`config.mk`:
```
export PLATFORM = sky130hd
export DESIGN_NAME = vdr_ctrl
export DESIGN_NICKNAME = d
export VERILOG_FILES = /design/src/rtl/core/vdr_pkg.sv /design/src/rtl/core/vdr_ctrl.sv
export SDC_FILE = /design/constraint.sdc
export NUM_CORES = 1
export LEC_CHECK = 0
export BUFFER_PORTS_ARGS = -buffer_cell sky130_fd_sc_hd__buf_2
export CAP_MARGIN = 20
export CORE_ASPECT_RATIO = 1.1
export CORE_MARGIN = 5
export CORE_UTILIZATION = 35
export CTS_BUF_LIST = sky130_fd_sc_hd__clkbuf_8 sky130_fd_sc_hd__clkbuf_16
export CTS_CLUSTER_SIZE = 20
export DETAILED_ROUTE_END_ITERATION = 8
export GPL_ROUTABILITY_DRIVEN = 1
export PLACE_DENSITY = 0.77
export SLEW_MARGIN = 20
export SYNTH_ARGS = -nofsm -noshare
export SYNTH_HDL_FRONTEND = slang
export SYNTH_SLANG_ARGS = --single-unit
export TNS_END_PERCENT = 1
```
`constraint.sdc`:
```
create_clock -name i_clk -period 1.6 [get_ports i_clk]
set_input_delay 0.24 -clock i_clk [delete_from_list [all_inputs] [get_ports i_clk]]
set_output_delay 0.24 -clock i_clk [all_outputs]
set_load 0.05 [all_outputs]
```
`src/rtl/core/vdr_pkg.sv`:
```
// Package for the vertex deduplication and index remap block.
// Holds table sizes, key field widths, opcodes, error codes and the command and status structs.
// No dependencies.
package vdr_pkg;

    localparam int TABLE_DEPTH    = 1024;
    localparam int IDX_W          = $clog2(TABLE_DEPTH);
    localparam int CNT_W          = IDX_W + 1;
    localparam int KEY_FIELD_BITS = 21;
    localparam int KEY_W          = 3 * KEY_FIELD_BITS;
    localparam int SCALE_W        = 20;
    localparam int COORD_W        = 32;
    localparam logic [SCALE_W-1:0] SCALE_RESET = SCALE_W'(100000);

    typedef enum logic [1:0] {
        OP_INSERT = 2'd0,
        OP_REMAP  = 2'd1,
        OP_CLEAR  = 2'd2,
        OP_NONE   = 2'd3
    } t_op;

    typedef enum logic [1:0] {
        ERR_OK    = 2'd0,
        ERR_FULL  = 2'd1,
        ERR_RANGE = 2'd2,
        ERR_RSVD  = 2'd3
    } t_err;

    // Commands from the controller to the datapath.
    typedef struct packed {
        logic load;       // capture input beat and start quantizing
        logic probe;      // read the key-store entry at the pointer and advance it
        logic ins_key;    // write key as new unique entry
        logic ins_map;    // write old-to-new map entry
        logic map_rd;     // read map at old_index
        logic clear;      // zero both counters
    } t_cmd;

    // Status from the datapath to the controller.
    typedef struct packed {
        logic hit;        // probed entry matches the key
        logic probe_end;  // probe pointer reached unique_count
        logic full;       // table full
        logic range_err;  // old_index >= inserted_count
    } t_sts;

endpackage

```
`src/rtl/core/vdr_ctrl.sv`:
```
// Controller: sequences quantize, probe, insert and remap steps, holds the
// output beat. Depends on vdr_pkg.
module vdr_ctrl import vdr_pkg::*; (
    input  logic             i_clk,
    input  logic             i_rst_n,
    input  logic             i_in_valid,
    input  logic [1:0]       i_op,
    output logic             o_in_ready,
    output logic             o_out_valid,
    input  logic             i_out_ready,
    output logic [IDX_W-1:0] o_new_index,
    output logic             o_is_new,
    output logic [1:0]       o_error,
    output t_cmd             o_cmd,
    input  t_sts             i_sts,
    input  logic [IDX_W-1:0] i_probe_idx,
    input  logic [IDX_W-1:0] i_map_data,
    input  logic [IDX_W-1:0] i_uniq_idx
);

    typedef enum logic [2:0] {
        S_IDLE, S_MUL, S_KEY, S_PROBE, S_MAP, S_REMAP, S_DONE
    } t_state;

    t_state           r_state;
    logic             r_vld;
    logic [IDX_W-1:0] r_idx;
    logic             r_new;
    logic [1:0]       r_err;
    logic             accept;
    logic             out_free;
    logic             fin_now;
    logic             set_vld;

    assign out_free   = !r_vld || i_out_ready;
    assign o_in_ready = (r_state == S_IDLE) && out_free;
    assign accept     = i_in_valid && o_in_ready;

    // Beats answered at once: clear, unused opcode, table full, index out of range.
    assign fin_now = accept && !((i_op == OP_INSERT) && !i_sts.full)
                            && !((i_op == OP_REMAP) && !i_sts.range_err);
    assign set_vld = fin_now || ((r_state == S_DONE) && out_free);

    // Commands decoded from state and status.
    always_comb begin
        o_cmd = '0;
        unique case (r_state)
            S_IDLE: begin
                o_cmd.load   = accept && (i_op == OP_INSERT) && !i_sts.full;
                o_cmd.map_rd = accept && (i_op == OP_REMAP);
                o_cmd.clear  = accept && (i_op == OP_CLEAR);
            end
            S_PROBE: begin
                o_cmd.probe   = !i_sts.hit && !i_sts.probe_end;
                o_cmd.ins_key = !i_sts.hit && i_sts.probe_end;
            end
            S_MAP:  o_cmd.ins_map = 1'b1;
            S_MUL, S_KEY, S_REMAP, S_DONE: ;
            default: ;
        endcase
    end

    // State and output beat.
    always_ff @(posedge i_clk) begin
        if (!i_rst_n) begin
            r_state <= S_IDLE;
            r_vld   <= 1'b0;
        end else begin
            if (set_vld) begin
                r_vld <= 1'b1;
            end else if (i_out_ready) begin
                r_vld <= 1'b0;
            end
            unique case (r_state)
                S_IDLE: begin
                    if (accept) begin
                        r_idx <= '0;
                        r_new <= 1'b0;
                        case (i_op)
                            OP_INSERT: begin
                                if (i_sts.full) begin
                                    r_err <= ERR_FULL;
                                end else begin
                                    r_err   <= ERR_OK;
                                    r_state <= S_MUL;
                                end
                            end
                            OP_REMAP: begin
                                if (i_sts.range_err) begin
                                    r_err <= ERR_RANGE;
                                end else begin
                                    r_err   <= ERR_OK;
                                    r_state <= S_REMAP;
                                end
                            end
                            default: r_err <= ERR_OK;
                        endcase
                    end
                end
                S_MUL:   r_state <= S_KEY;
                S_KEY:   r_state <= S_PROBE;
                S_PROBE: begin
                    if (i_sts.hit) begin
                        r_idx   <= i_probe_idx;
                        r_state <= S_MAP;
                    end else if (i_sts.probe_end) begin
                        r_idx   <= i_uniq_idx;
                        r_new   <= 1'b1;
                        r_state <= S_MAP;
                    end
                end
                S_MAP:   r_state <= S_DONE;
                S_REMAP: begin
                    r_idx   <= i_map_data;
                    r_state <= S_DONE;
                end
                S_DONE: begin
                    if (out_free) begin
                        r_state <= S_IDLE;
                    end
                end
                default: r_state <= S_IDLE;
            endcase
        end
    end

    assign o_out_valid = r_vld;
    assign o_new_index = r_idx;
    assign o_is_new    = r_new;
    assign o_error     = r_err;

endmodule

```
==> results.txt, run 1 <==
Final HPWL DP -> 2270 um
First-pass DRT Iterations -> 4
Post-synth EDFFs -> 13
Critical path endpoint category -> output pin
Worst setup margin -> -0.0304 ns
Max Cap Violations -> 0
TNS Setup -> -0.0304 ns
Slew Limit Headroom -> 79.5%
Worst VDD drop -> 0.725 mV
DRC errors left -> 0
Post-Place Cells -> 195
Finished Layout Cells -> 201
Synth Flop Type -> edfxtp_1
Hold Vio Cnt, Final -> 0
Max-slew violations -> 0
Cell area power density -> 960 nW/um2
Drt initial violations -> 32
DIE HEIGHT -> 65.7 um
Reg-to-reg slack, setup -> 0.06 ns
Vias in the first global route -> 1,111
Chip width -> 60.6 um
Finish-stage setup viols -> 1
# port buffers -> 60
Syn. warnings -> 0
Total congestion overflow -> 0
GPL Wtd Cong -> 0.792
Synth area leader -> edfxtp_1
Core area -> 2730 um2
Pleak -> 0.708 nW
Register area share after synthesis -> 47.7%
Reg-to-reg endpoint -> o_new_index[5]
Largest net degree at the start of global routing -> 11
Async SR Flop Fraction -> 0%
Post-layout minimum cycle time -> 1.63 ns
Hold endpoint -> o_new_index[0]
R2R depth -> 6
Ports -> 61
Worst-path fanout max -> 5
Hold crit path type -> in -> reg
Fin nets -> 209
Vias per Instance -> 5.16
Initial Utilization -> 36.2%
Commonest cells in the netlist -> edfxtp_1 (13), mux2i_1 (11), nand2_1 (11)
Ant diodes -> 0
Reg clk slew, reported paths -> 0.07 ns
Clk sinks -> 17
CTS tree -> built
Clk Latency, worst-skew pair -> 0.25 ns
First-pass GRT wire length -> 4560 um
DIE AREA -> 3980 um2
Data required, critical path -> 1.36 ns
Synthesized Nets -> 141
Drt wl/cell -> 14.1 um
Syn Inst Count -> 101
Hold depth -> 3
WP data arrival -> 1.39 ns
Worst r2r src -> r_state[0]
Post-Route WL -> 2830 um
Htree depth -> 1
RSZ-0062 raised after global routing -> yes
Status -> finished with violations
Mapped cell area -> 987 um2
Gr usage total -> 15.1%
Share of the synthesized area in the top cell type -> 39.5%
Fin crit share -> 102%
Routed Antenna Nets -> 0
Final Skew -> 0.00318 ns
Area Growth Syn to Fin -> 56.3%
CTS buffer count -> 3
Syn_area_per_cell -> 9.77 um2
Site Rows -> 20
Startpoint Class -> register
Largest cells by area after synthesis -> edfxtp_1 (40%), mux2i_1 (11%), dfxtp_1 (8.1%)
Failing checks -> setup timing
Share of cells above drive strength 1 -> 51.2%
Total number of vias -> 1,037
CTS Buffer Depth -> 2
Post-synthesis cell type count -> 31
Initial antenna violation count -> 0
Root buffer cell -> clkbuf_8
Min-delay src -> i_map_data[0]
FF+latch count, synth -> 17
Most common cell in the netlist -> edfxtp_1
Fmax -> 613 MHz
Worst-Margin Slew -> 0.307 ns
Worst Path Class, Setup -> reg -> out
==> power breakdown <==
| group | total [mW] | switching, mW | internal (mW) |
|---|---|---|---|
| Sequential | 0.565 | 0.0323 | 0.533 |
| Combinational | 0.596 | 0.376 | 0.221 |
| Clock | 0.320 | 0.147 | 0.173 |
==> cells in the final DEF (no fill, tap or decap), types with 4 or more instances in the layout <==
master | synthesis | final
buf_2 | 5 | 54
edfxtp_1 | 13 | 13
mux2i_1 | 11 | 11
nand2_1 | 11 | 11
o21ai_0 | 10 | 10
buf_4 | 0 | 10
inv_1 | 4 | 4
a21oi_1 | 4 | 4
nor2_1 | 5 | 4
buf_6 | 1 | 4
==> critical path, cell delays in order, from the launching register on <==
cell and delay, ns:
dfxtp_2 0.35, nor3_4 0.24, nand3_4 0.15, nor3b_4 0.22, buf_6 0.18
==> cell type report <==
class                           instances  area, um2
Clock buffer                            3       41.3
Clock inverter                          1       5.00
Fill cell                             229       1180
Timing Repair Buffer                   70        418
Inverter                                4       15.0
Sequential cell                        17        474
Multi-Input combinational cell         73        548
Tap cell                               33       41.3
==> per-stage QoR <==
step	total power [mW]	util, %	setup WS [ns]	area [um2]	hold slack [ns]
2_1_floorplan	0.950	-	-0.136	1060	0.358
3_5_place_dp	1.13	52.5	0.0526	1430	0.523
3_3_place_gp	1.11	52.5	0.0837	1430	0.520
6_report	1.48	56.6	-0.0304	1540	0.258
5_1_grt	1.56	56.6	-0.0999	1540	0.265
4_1_cts	1.48	56.0	-0.0433	1530	0.260
==> registers in the layout, indices dropped and copies added (netlist names) <==
signal and flops:
o_error 2, o_is_new 1, o_new_index 10, o_out_valid 1
r_state 3
==> per-layer routing <==
layer | vias up | track usage, % | share of wire [%]
li1 | 506 | - | -
met1 | 470 | 16.5 | 36
met2 | 54 | 27.7 | 50
met3 | 7 | 3.14 | 12
met4 | 0 | 5.42 | 1.6
met5 | - | 0 | 0
==> cell families (layout without fill, tap and decap cells) <==
| logic type | count (synthesis) | count (layout) | synth area share, % |
|---|---|---|---|
| AOI/OAI and AO/OA | 23 | 23 | 14.5 |
| buffers and inverters | 11 | 78 | 5.58 |
| DFF | 17 | 17 | 47.7 |
| muxes | 11 | 11 | 11.2 |
| and+or+nand+nor | 39 | 39 | 21.2 |
==> how the worst max path moves through the flow <==
stage | from | endpoint | slack [ns]
2_1_floorplan | o_out_valid | o_cmd[5] | -0.14
3_3_place_gp | r_state[0] | o_cmd[5] | 0.08
3_5_place_dp | r_state[0] | o_new_index[1] | 0.05
4_1_cts | r_state[2] | o_cmd[1] | -0.04
5_1_grt | r_state[2] | o_cmd[1] | -0.1
6_report | r_state[2] | o_cmd[1] | -0.03
==> timing repair <==
item | in CTS | in global routing
gates resized for setup | 11 | 6
pin swaps | 5 | 0
endpoints found under the setup margin | 6 | 17
hold buffers | 0 | 0
setup buffers | 2 | 0
No activity file was read; power rests on OpenSTA's default activity.
==> run 2, diff against run 1 <==
--- a/config.mk
+++ b/config.mk
@@ -14,6 +14,7 @@
 export CTS_CLUSTER_SIZE = 20
 export DETAILED_ROUTE_END_ITERATION = 8
 export GPL_ROUTABILITY_DRIVEN = 1
+export MAX_ROUTING_LAYER = met4
 export PLACE_DENSITY = 0.77
 export SLEW_MARGIN = 20
 export SYNTH_ARGS = -nofsm -noshare
==> run 2 against run 1 <==
The run still ends with setup timing left. Global-route usage up 0.39 points. Critical endpoint unchanged. Final area unchanged. Worst setup slack got worse by 0.00073 ns. Largest cell class unchanged. Combinational power about the same. Core utilization unchanged. Count of clock-buffer cells in the layout is the same.
==> results.txt, run 2 (synthesis gave the netlist of run 1 again) <==
First-pass DRT Iterations -> 4 (unchanged)
Critical path endpoint category -> output pin
Reg-to-reg endpoint -> o_new_index[5]
Ports -> 61 (unchanged)
Final Skew -> 0.00318 ns (+0.0000000300 ns)
Worst-Margin Slew -> 0.307 ns (unchanged)
Vias per Instance -> 5.16 (unchanged)
Total number of vias -> 1,037 (unchanged)
Startpoint Class -> register
DIE HEIGHT -> 65.7 um (unchanged)
Worst VDD drop -> 0.725 mV (about the same)
Reg-to-reg slack, setup -> 0.06 ns (about the same)
Initial antenna violation count -> 0 (unchanged)
Chip width -> 60.6 um (unchanged)
Pleak -> 0.708 nW (unchanged)
Flip-flop count of the largest register after layout -> 10 (unchanged)
Clk sinks -> 17 (unchanged)
Reg clk slew, reported paths -> 0.07 ns (about the same)
Worst-path fanout max -> 5 (unchanged)
Core area -> 2730 um2 (unchanged)
Hold endpoint -> o_new_index[0]
CTS tree -> built
Fin crit share -> 102% (about the same)
Fmax -> 613 MHz (about the same)
Commonest non-fill, non-tap cell in the layout -> buf_2
Worst Path Class, Setup -> reg -> out
Post-place setup slack -> 0.0526 ns (unchanged)
Routed Antenna Nets -> 0 (unchanged)
Data required, critical path -> 1.36 ns (about the same)
RSZ-0062 raised after global routing -> yes
Post-Route WL -> 2830 um (unchanged)
Largest net degree at the start of global routing -> 11 (unchanged)
Status -> finished with violations
Drt wl/cell -> 14.1 um (unchanged)
Drt initial violations -> 32 (unchanged)
# port buffers -> 60 (unchanged)
Fin nets -> 209 (unchanged)
WP data arrival -> 1.39 ns (about the same)
Final HPWL DP -> 2270 um (unchanged)
Hold depth -> 3 (unchanged)
Total congestion overflow -> 0 (unchanged)
Slew Limit Headroom -> 79.5% (unchanged)
Max-slew violations -> 0 (unchanged)
Min-delay src -> i_map_data[0]
CTS Buffer Depth -> 2 (unchanged)
Finish-stage setup viols -> 1 (unchanged)
Max Cap Violations -> 0 (unchanged)
Root buffer cell -> clkbuf_8
Area of the multi-input gates -> 548 um2 (unchanged)
Area Growth Syn to Fin -> 56.3% (unchanged)
Cell area power density -> 960 nW/um2 (about the same)
R2R depth -> 6 (unchanged)
First-pass GRT wire length -> 4570 um (+0.15%)
DIE AREA -> 3980 um2 (unchanged)
Share of cells above drive strength 1 -> 51.2% (unchanged)
GPL Wtd Cong -> 0.803 (+1.4%)
DRC errors left -> 0 (unchanged)
Most frequent cells in the layout -> buf_2 (54), edfxtp_1 (13), mux2i_1 (11), nand2_1 (11)
Post-CTS Hold Fix Bufs -> 0 (unchanged)
Gr usage total -> 15.5% (+0.39 points)
Site Rows -> 20 (unchanged)
Clk Latency, worst-skew pair -> 0.25 ns (about the same)
Ant diodes -> 0 (unchanged)
FF+latch area -> 474 um2 (unchanged)
CTS buffer count -> 3 (unchanged)
Worst r2r src -> r_state[0]
Hold Vio Cnt, Final -> 0 (unchanged)
Filler Cell Count -> 229 (unchanged)
Hold crit path type -> in -> reg
Post-layout minimum cycle time -> 1.63 ns (+0.000727 ns)
Fin util -> 56.6% (unchanged)
Vias in the first global route -> 1,111 (unchanged)
Worst setup margin -> -0.0311 ns (-0.000727 ns)
Htree depth -> 1 (unchanged)
Initial Utilization -> 36.2% (unchanged)
Failing checks -> setup timing
[run 2: cell counts in the layout (fill, tap and decap cells not counted)]
No cell type changed its count.
[run 2: worst max-delay path, stage by stage (launching register included)]
cell and delay, ns:
dfxtp_2 0.35, nor3_4 0.24, nand3_4 0.15, nor3b_4 0.22
buf_6 0.18
[run 2: repair_timing]
item,CTS,global route
gates resized for setup,11,6
buffers inserted,2,0
pin swaps,5,0
endpoints found under the setup margin,6,17
[run 2: power by group]
part           total [mW]  switching, mW  internal, mW
Clock               0.320          0.147         0.173
Combinational       0.596          0.376         0.221
Sequential          0.565         0.0323         0.533
Total                1.48          0.555         0.926
[run 2: worst max-delay path by stage]
stage | start | to | slack (ns) | cells past startpoint
floorplan | o_out_valid | o_cmd[5] | -0.14 | 3
global placement | r_state[0] | o_cmd[5] | 0.08 | 4
detailed placement | r_state[0] | o_new_index[1] | 0.05 | 6
CTS | r_state[2] | o_cmd[1] | -0.04 | 4
global route | r_state[2] | o_cmd[1] | -0.1 | 4
finish | r_state[2] | o_cmd[1] | -0.03 | 4
[run 2: cell type report]
type	count	share of cell area [%]
flip-flops and latches	17	30.7
inverters	4	0.973
repair buffers	70	27.1
well taps	33	2.68
multi-input cells	73	35.5
clock inverters	1	0.324
clock buffers	3	2.68
[run 2: routing by layer]
metal  up-vias  track usage (%)  part of all wire [%]
met1       470             16.6                    37
met2        54             27.7                    50
met3         7             2.95                    11
met5         -                -                     0
li1        506                -                     -
met4         0             5.42                   1.6
[run 2: per-stage QoR]
step	hold WS, ns	TNS [ns]	cells	area [um2]	power (mW)
3_5_place_dp	0.523	0	195	1430	1.13
3_3_place_gp	0.520	0	195	1430	1.11
6_report	0.258	-0.0311	201	1540	1.48
4_1_cts	0.260	-0.0449	201	1530	1.48
2_1_floorplan	0.358	-0.198	101	1060	0.950
5_1_grt	0.265	-0.403	201	1540	1.56
